**src/wrip_pkg.sv**
```systemverilog
package wrip_pkg;

   localparam int MaxBackends = 8;
   localparam int WeightBits  = 16;
   localparam int IdxBits     = (MaxBackends > 1) ? $clog2(MaxBackends) : 1;
   localparam int RandBits    = 19;
   localparam int CountBits   = 4;
   localparam int CmpBits     = (WeightBits > RandBits) ? WeightBits : RandBits;
   localparam int CsrIdxBits  = 1;
   localparam int CsrDataBits = 4;

   localparam logic [CsrIdxBits-1:0] CsrBackendCount = 1'd0;
   localparam logic [CsrIdxBits-1:0] CsrMonitorValid = 1'd1;

   typedef enum logic [1:0] {
      OP_STATUS = 2'd0,
      OP_READ   = 2'd1,
      OP_WRITE  = 2'd2
   } op_type;

   typedef enum logic {
      STATE_IDLE = 1'b0,
      STATE_WALK = 1'b1
   } state_type;

   typedef struct packed {
      logic                   valid;
      logic [MaxBackends-1:0] eligible;
      logic [RandBits-1:0]    random;
   } go_type;

   typedef struct packed {
      logic               valid;
      logic               found;
      logic [IdxBits-1:0] pick;
   } done_type;

endpackage

```
**src/wrip_walker.sv**
```systemverilog
module wrip_walker (
   input  logic                                  clock,
   input  logic                                  reset,
   input  wrip_pkg::go_type                      go,
   input  logic [wrip_pkg::WeightBits-1:0]       weight,
   output logic [wrip_pkg::IdxBits-1:0]          index,
   output logic                                  busy,
   output wrip_pkg::done_type                    done
);

   localparam logic [wrip_pkg::IdxBits-1:0] LastIdx =
      wrip_pkg::IdxBits'(wrip_pkg::MaxBackends - 1);

   wrip_pkg::state_type                  state_ff, state_in;
   logic [wrip_pkg::IdxBits-1:0]         idx_ff, idx_in;
   logic [wrip_pkg::RandBits-1:0]        r_ff, r_in;
   logic [wrip_pkg::MaxBackends-1:0]     elig_ff, elig_in;
   logic [wrip_pkg::CmpBits-1:0]         w_ext, r_ext, diff;
   logic                                 hit;

   always_ff @(posedge clock) begin
      if (reset) begin
         state_ff <= wrip_pkg::STATE_IDLE;
      end else begin
         state_ff <= state_in;
      end
      idx_ff  <= idx_in;
      r_ff    <= r_in;
      elig_ff <= elig_in;
   end

   always_comb begin
      w_ext      = wrip_pkg::CmpBits'(weight);
      r_ext      = wrip_pkg::CmpBits'(r_ff);
      diff       = r_ext - w_ext;
      hit        = elig_ff[idx_ff] && ((r_ff == '0) || (w_ext >= r_ext));
      state_in   = state_ff;
      idx_in     = idx_ff;
      r_in       = r_ff;
      elig_in    = elig_ff;
      done       = '0;
      case (state_ff)
         wrip_pkg::STATE_IDLE: begin
            if (go.valid) begin
               state_in = wrip_pkg::STATE_WALK;
               idx_in   = '0;
               r_in     = go.random;
               elig_in  = go.eligible;
            end
         end
         wrip_pkg::STATE_WALK: begin
            if (hit) begin
               done.valid = 1'b1;
               done.found = 1'b1;
               done.pick  = idx_ff;
               state_in   = wrip_pkg::STATE_IDLE;
            end else begin
               if (elig_ff[idx_ff]) begin
                  r_in = wrip_pkg::RandBits'(diff);
               end
               if (idx_ff == LastIdx) begin
                  done.valid = 1'b1;
                  state_in   = wrip_pkg::STATE_IDLE;
               end else begin
                  idx_in = idx_ff + 1'b1;
               end
            end
         end
         default: begin
            state_in = wrip_pkg::STATE_IDLE;
         end
      endcase
   end

   assign index = idx_ff;
   assign busy  = (state_ff == wrip_pkg::STATE_WALK);

   a_go_starts_walk: assert property (@(posedge clock) disable iff (reset)
      (!busy && go.valid) |=> busy)
      else $error("walk did not start after go");

   a_index_steps: assert property (@(posedge clock) disable iff (reset)
      (busy && !done.valid) |=> (idx_ff == $past(idx_ff) + 1'b1))
      else $error("walk index did not advance");

   a_found_eligible: assert property (@(posedge clock) disable iff (reset)
      (done.valid && done.found) |-> elig_ff[done.pick])
      else $error("picked backend is not eligible");

   a_random_falls: assert property (@(posedge clock) disable iff (reset)
      (busy && $past(busy) && !$past(done.valid)) |-> (r_ff <= $past(r_ff)))
      else $error("remaining random value grew during walk");

endmodule

```
**src/weighted_random_instance_picker.sv**
```systemverilog
// Status items and undefined operations answer with rsp_strobe in the cycle after acceptance.
// A pick walks the table one backend per cycle through a shared subtract-and-compare unit,
// so its word is registered when the walk ends, and busy stays high while the walk runs.
// A new item is taken only while busy is low, so status items go one per cycle while no walk runs.
// The receiver cannot stall: each result word is shown for exactly one cycle.
// Synchronous reset clears the table, sets backend_count to 1 and monitor_valid to 1.
module weighted_random_instance_picker (
   input  logic                                 clock,
   input  logic                                 reset,
   input  logic                                 start,
   output logic                                 busy,
   input  logic [1:0]                           req_operation,
   input  logic [2:0]                           req_backend_index,
   input  logic                                 req_backend_up,
   input  logic [wrip_pkg::WeightBits-1:0]      req_read_weight,
   input  logic [wrip_pkg::WeightBits-1:0]      req_write_weight,
   input  logic [wrip_pkg::MaxBackends-1:0]     req_clean_copy_mask,
   input  logic [wrip_pkg::MaxBackends-1:0]     req_dirty_copy_mask,
   input  logic [wrip_pkg::RandBits-1:0]        req_random_value,
   output logic                                 rsp_strobe,
   output logic                                 rsp_result_code,
   output logic [2:0]                           rsp_chosen_backend,
   output logic                                 rsp_dirty_allowed,
   input  logic                                 csr_write_enable,
   input  logic [wrip_pkg::CsrIdxBits-1:0]      csr_index,
   input  logic [wrip_pkg::CsrDataBits-1:0]     csr_write_data
);

   logic [wrip_pkg::CountBits-1:0]    count_ff, count_in;
   logic                              monitor_ff, monitor_in;
   logic [wrip_pkg::MaxBackends-1:0]  up_ff, up_in;
   logic [wrip_pkg::WeightBits-1:0]   rweight_ff [wrip_pkg::MaxBackends];
   logic [wrip_pkg::WeightBits-1:0]   rweight_in [wrip_pkg::MaxBackends];
   logic [wrip_pkg::WeightBits-1:0]   wweight_ff [wrip_pkg::MaxBackends];
   logic [wrip_pkg::WeightBits-1:0]   wweight_in [wrip_pkg::MaxBackends];
   logic                              wsel_ff, wsel_in;
   logic                              dirty_hold_ff, dirty_hold_in;
   logic                              strobe_ff, strobe_in;
   logic                              code_ff, code_in;
   logic [2:0]                        chosen_ff, chosen_in;
   logic                              dirty_ff, dirty_in;

   logic                              accept;
   wrip_pkg::op_type                  op;
   logic [wrip_pkg::MaxBackends-1:0]  active, upm, clean_m, dirty_m, elig_read;
   logic [wrip_pkg::MaxBackends-1:0]  first_only;
   logic                              dirty_ok;
   wrip_pkg::go_type                  go;
   wrip_pkg::done_type                done;
   logic [wrip_pkg::IdxBits-1:0]      walk_idx;
   logic [wrip_pkg::WeightBits-1:0]   walk_weight;

   wrip_walker u_walker (
      .clock  (clock),
      .reset  (reset),
      .go     (go),
      .weight (walk_weight),
      .index  (walk_idx),
      .busy   (busy),
      .done   (done)
   );

   assign walk_weight = wsel_ff ? wweight_ff[walk_idx] : rweight_ff[walk_idx];

   always_ff @(posedge clock) begin
      if (reset) begin
         count_ff   <= wrip_pkg::CountBits'(1);
         monitor_ff <= 1'b1;
         up_ff      <= '0;
         strobe_ff  <= 1'b0;
         for (int i = 0; i < wrip_pkg::MaxBackends; i++) begin
            rweight_ff[i] <= '0;
            wweight_ff[i] <= '0;
         end
      end else begin
         count_ff   <= count_in;
         monitor_ff <= monitor_in;
         up_ff      <= up_in;
         strobe_ff  <= strobe_in;
         for (int i = 0; i < wrip_pkg::MaxBackends; i++) begin
            rweight_ff[i] <= rweight_in[i];
            wweight_ff[i] <= wweight_in[i];
         end
      end
      wsel_ff       <= wsel_in;
      dirty_hold_ff <= dirty_hold_in;
      code_ff       <= code_in;
      chosen_ff     <= chosen_in;
      dirty_ff      <= dirty_in;
   end

   always_comb begin
      accept = start && !busy;
      op     = wrip_pkg::op_type'(req_operation);
      for (int i = 0; i < wrip_pkg::MaxBackends; i++) begin
         active[i]     = (32'(count_ff) > i);
         first_only[i] = (i == 0);
      end
      upm       = monitor_ff ? up_ff : '1;
      clean_m   = req_clean_copy_mask & active;
      dirty_m   = req_dirty_copy_mask & active;
      dirty_ok  = ((clean_m & upm) == '0);
      elig_read = (clean_m | (dirty_ok ? dirty_m : '0)) & upm;

      count_in   = count_ff;
      monitor_in = monitor_ff;
      if (csr_write_enable) begin
         case (csr_index)
            wrip_pkg::CsrBackendCount: count_in   = csr_write_data[wrip_pkg::CountBits-1:0];
            wrip_pkg::CsrMonitorValid: monitor_in = csr_write_data[0];
            default: ;
         endcase
      end

      up_in = up_ff;
      for (int i = 0; i < wrip_pkg::MaxBackends; i++) begin
         rweight_in[i] = rweight_ff[i];
         wweight_in[i] = wweight_ff[i];
      end

      go            = '0;
      wsel_in       = wsel_ff;
      dirty_hold_in = dirty_hold_ff;
      strobe_in     = 1'b0;
      code_in       = code_ff;
      chosen_in     = chosen_ff;
      dirty_in      = dirty_ff;

      if (accept) begin
         case (op)
            wrip_pkg::OP_STATUS: begin
               for (int i = 0; i < wrip_pkg::MaxBackends; i++) begin
                  if (32'(req_backend_index) == i) begin
                     up_in[i]      = req_backend_up;
                     rweight_in[i] = req_read_weight;
                     wweight_in[i] = req_write_weight;
                  end
               end
               strobe_in = 1'b1;
               code_in   = 1'b0;
               chosen_in = '0;
               dirty_in  = 1'b0;
            end
            wrip_pkg::OP_READ: begin
               go.valid      = 1'b1;
               go.eligible   = elig_read;
               go.random     = monitor_ff ? req_random_value : '0;
               wsel_in       = 1'b0;
               dirty_hold_in = dirty_ok;
            end
            wrip_pkg::OP_WRITE: begin
               go.valid      = 1'b1;
               go.eligible   = monitor_ff ? (up_ff & active) : (first_only & active);
               go.random     = monitor_ff ? req_random_value : '0;
               wsel_in       = 1'b1;
               dirty_hold_in = 1'b0;
            end
            default: begin
               strobe_in = 1'b1;
               code_in   = 1'b1;
               chosen_in = '0;
               dirty_in  = 1'b0;
            end
         endcase
      end

      if (done.valid) begin
         strobe_in = 1'b1;
         code_in   = !done.found;
         chosen_in = done.found ? 3'(done.pick) : '0;
         dirty_in  = dirty_hold_ff;
      end
   end

   assign rsp_strobe         = strobe_ff;
   assign rsp_result_code    = code_ff;
   assign rsp_chosen_backend = chosen_ff;
   assign rsp_dirty_allowed  = dirty_ff;

endmodule

```
**config.mk**
```make
export PLATFORM = sky130hd
export DESIGN_NAME = weighted_random_instance_picker
export DESIGN_NICKNAME = d
export VERILOG_FILES = /design/src/wrip_pkg.sv /design/src/wrip_walker.sv /design/src/weighted_random_instance_picker.sv
export SDC_FILE = /design/constraint.sdc
export NUM_CORES = 1
export LEC_CHECK = 0
export BUFFER_PORTS_ARGS = -buffer_cell sky130_fd_sc_hd__buf_2
export CORE_MARGIN = 10
export CORE_UTILIZATION = 23
export DETAILED_ROUTE_END_ITERATION = 8
export SLEW_MARGIN = 10
export SYNTH_ARGS = -nofsm -noshare
export SYNTH_HDL_FRONTEND = slang
export SYNTH_HIERARCHICAL = 1
export SYNTH_SLANG_ARGS = --single-unit
```
**constraint.sdc**
```tcl
create_clock -name clock -period 6.2 [get_ports clock]
set_input_delay 0.31 -clock clock [delete_from_list [all_inputs] [get_ports clock]]
set_output_delay 0.31 -clock clock [all_outputs]
set_load 0.02 [all_outputs]
```
==> out/metrics.yaml <==
power_frac_clock_pct: 37.7
power_density_nw_per_um2: 309
clockBufferDepth: 3
path_class: "register to register"
vias: 9029
core_um2: 64300
synth_fp_nets: 1167
clkSinkCount: 308
finalPower_mw: 5.37
cap_violations: 0
r2r_start: "u_walker/index[0]$_SDFFCE_PN0P_"
synthFlopType: "edfxtp_1"
grt_pass1_vias: 9528
place.gp.congestion: 0.844
cts_root_buffer: "clkbuf_16"
rsz0062_at_grt: "false"
ys_async_sr_fraction_pct: 0
areaGrowthSynthToFinish_pct: 16.6
ys_types: 81
wl_um: 39200
dp.cells: 1965
hp-start: "csr_write_data[3]"
fmax_ghz: 0.206
critical_path.max_fanout: 46
drive_above_1_share_pct: 19.5
post_cts_buffers: 0
max_stage_delay_ns: 0.69
p_seq_share_pct: 46.1
cp-start-kind: "register"
slew_headroom_pct: 22.9
pre_cts_ws_ns: 1.36
clock_latency_ns: 0.51
grt_remaining_overflow: 0
yosysSeqAreaShare_pct: 61.0
crit_required_ns: 6.41
avgSynthCellArea_um2: 14.0
whs_endpoint: "count_ff[3]$_SDFFE_PP0P_"
final_cells: 2027
die_y_um: 275
finalHoldViolCount: 0
worst_pin_slew_ns: 1.16
status: "complete, no violations"
holdCritPathClass: "input pin to register"
dp_hpwl_um: 25100
nets: 1251
drt_iter0_drc: 645
fin_crit_ns: 4.84
p_leak_nw: 6.40
timing.critical_path.buf_inv: 2
cts-hold-fix-buffers: 1
drt_first_pass_iters: 5
dieArea_um2: 75400
synth_edf_count: 293
io_buffers: 88
hold_depth: 3
postRouteAntennaNets: 0
power_switching_mw: 1.37
cp-end-kind: "register"
synthCells: 1063
reg2reg_slack_ns: 1.36
crit_arrival_ns: 5.05
synth_warnings: 6
slowest_stage: "edfxtp_1"
cts.reportedPaths.clkPinSlew_ns: 0.06
start_util_pct: 23.2
reg2reg_depth: 12
pwr-share-comb_pct: 16.2
cts_tree: "done"
fin_ws_ns: 1.36
viasPerCell: 4.45
timing.rr.end: "rsp_chosen_backend[0]$_SDFFCE_PN0P_"
drv_slew: 0
track_usage_pct: 10.2
cts_buffers: 34
wl_per_cell_um: 19.3
synthesis.area_um2: 14900
ys_seq_elements: 308
cts-resized-gates: 0
p_int_mw: 4.00
num_rows: 93
antenna_found_initial: 10
grt_max_degree: 56
finalSetupViolations: 0
num_io_pins: 89
path_delay_family: "simple AND/OR/NAND/NOR gates"
remaining_drc_errors: 0
fin_tns_setup_ns: 0
timing.hold.ws_ns: 0.0327
swShare_pct: 25.5
die_w_um: 275
cts-htree-levels: 2
peakVddDrop_mv: 0.164
period_share_pct: 78.1
path_cells: "buf_12 > mux4_1 > mux4_2 > inv_1 > ha_1 > nand4_2 > or4b_4 > o31ai_2 > a32o_2 > nor2b_4 > nand2b_1 > a21o_1"
grt_pass1_wl_um: 59000
skew_ns: 0.0123
## cell families (layout without fill, tap and decap cells)
kind of cell | after synthesis | count (layout) | synth area share (%)
XOR/XNOR | 14 | 14 | 0.822
flip-flops | 308 | 308 | 61.0
adder cells (fa/ha/maj) | 22 | 22 | 1.90
AO/OA/AOI/OAI | 98 | 98 | 4.53
multiplexers | 106 | 106 | 15.3
AND/OR/NAND/NOR | 391 | 391 | 12.5
buffers and inverters | 124 | 231 | 3.91
other | 0 | 2 | 0
## cells in the mapped netlist (4+ instances only)
master | count | area [µm²]
a211o_1 | 6 | 52.6
a21o_1 | 7 | 52.6
a21oi_1 | 27 | 135
and2_1 | 27 | 169
and3_1 | 5 | 31.3
buf_1 | 4 | 15.0
buf_2 | 6 | 30.0
buf_4 | 4 | 30.0
buf_6 | 9 | 101
clkbuf_1 | 36 | 135
dfxtp_1 | 15 | 300
edfxtp_1 | 293 | 8800
ha_1 | 21 | 263
inv_1 | 62 | 233
mux2_2 | 11 | 124
mux2i_1 | 12 | 120
mux4_1 | 48 | 1260
mux4_2 | 34 | 766
nand2_1 | 34 | 128
nand2b_1 | 43 | 269
nand3_1 | 14 | 70.1
nand4_1 | 5 | 31.3
nor2_1 | 221 | 830
nor2b_1 | 8 | 50.1
nor3b_1 | 4 | 30.0
nor4_1 | 5 | 31.3
o211ai_1 | 4 | 30.0
o21ai_0 | 7 | 35.0
o21ai_1 | 11 | 55.1
xnor2_1 | 8 | 70.1
xor2_1 | 6 | 52.6
## metal layers
layer  track usage [%]  up-vias  routed length, µm
li1                  -     4139                  -
met1              12.6     4568              16700
met2              17.6      251              19400
met3              2.37       55               2340
met4              2.39       16                614
met5                 0        -                111
## through the flow
stage                     area [µm²]  utilization, %
after floorplan                14900               -
after global routing           17400            27.0
after CTS                      17400            27.0
after detailed placement       16300            25.3
final                          17400            27.0
after global placement         16300            25.3
## worst min-delay path, stage by stage
cell and delay [ns]:
buf_2 0.08, a21oi_1 0.05, nor2_1 0.08
## registers in the layout (all words and copies together) (netlist names)
signal              cells
rsp_strobe              1
rsp_chosen_backend      3
u_walker/r_ext         19
dirty_hold_ff           1
count_ff                4
wweight_ff            128
u_walker/elig_ff        8
rsp_dirty_allowed       1
rsp_result_code         1
wsel_ff                 1
u_walker/index          3
rweight_ff            128
u_walker/busy           1
up_ff                   8
monitor_ff              1
## power groups by stage
stage	logic [mW]	clock network [mW]	registers, mW
floorplan	0.660	0	2.49
global placement	0.864	0	2.51
detailed placement	0.872	0	2.52
CTS	0.878	2.06	2.48
global route	0.954	2.14	2.49
finish	0.873	2.02	2.47
## cells in the final DEF (no fill, tap or decap), types with 7 or more instances in the layout
cell type,Yosys,final
a21oi_1,27,27
o21ai_1,11,11
mux4_1,48,48
nand2_1,34,34
nor2_1,221,221
xnor2_1,8,8
mux4_2,34,34
ha_1,21,21
nand2b_1,43,37
mux2_2,11,11
edfxtp_1,293,293
dfxtp_1,15,15
clkbuf_1,36,7
nand3_1,14,14
buf_4,4,19
nor2b_1,8,8
and2_1,27,27
a21o_1,7,7
buf_2,6,88
o21ai_0,7,7
mux2i_1,12,12
clkbuf_16,0,37
inv_1,62,62
## worst max-delay path by stage
stage                                          from                                   to  slack (ns)  cells past startpoint
floorplan           u_walker/index[1]$_SDFFCE_PN0P_          u_walker/r_ext[0]$_DFFE_PP_        1.67                     12
global placement    u_walker/index[0]$_SDFFCE_PN0P_  rsp_chosen_backend[1]$_SDFFCE_PN0P_        1.48                     12
detailed placement  u_walker/index[0]$_SDFFCE_PN0P_  rsp_chosen_backend[1]$_SDFFCE_PN0P_        1.36                     12
CTS                 u_walker/index[0]$_SDFFCE_PN0P_            rsp_result_code$_DFFE_PP_        1.35                     12
global route        u_walker/index[0]$_SDFFCE_PN0P_            rsp_result_code$_DFFE_PP_        1.12                     12
finish              u_walker/index[0]$_SDFFCE_PN0P_  rsp_chosen_backend[0]$_SDFFCE_PN0P_        1.36                     12
## cell type report
| class | instances | area, µm² |
|---|---|---|
| Timing Repair Buffer | 109 | 613 |
| Inverter | 63 | 236 |
| Sequential cell | 308 | 9100 |
| Clock buffer | 44 | 952 |
| Tap cell | 855 | 1070 |
| Antenna cell | 2 | 5.00 |
| Multi-Input combinational cell | 631 | 5240 |
| Clock inverter | 15 | 165 |
| Fill cell | 6469 | 47000 |
(Power assumes the default switching activity.)
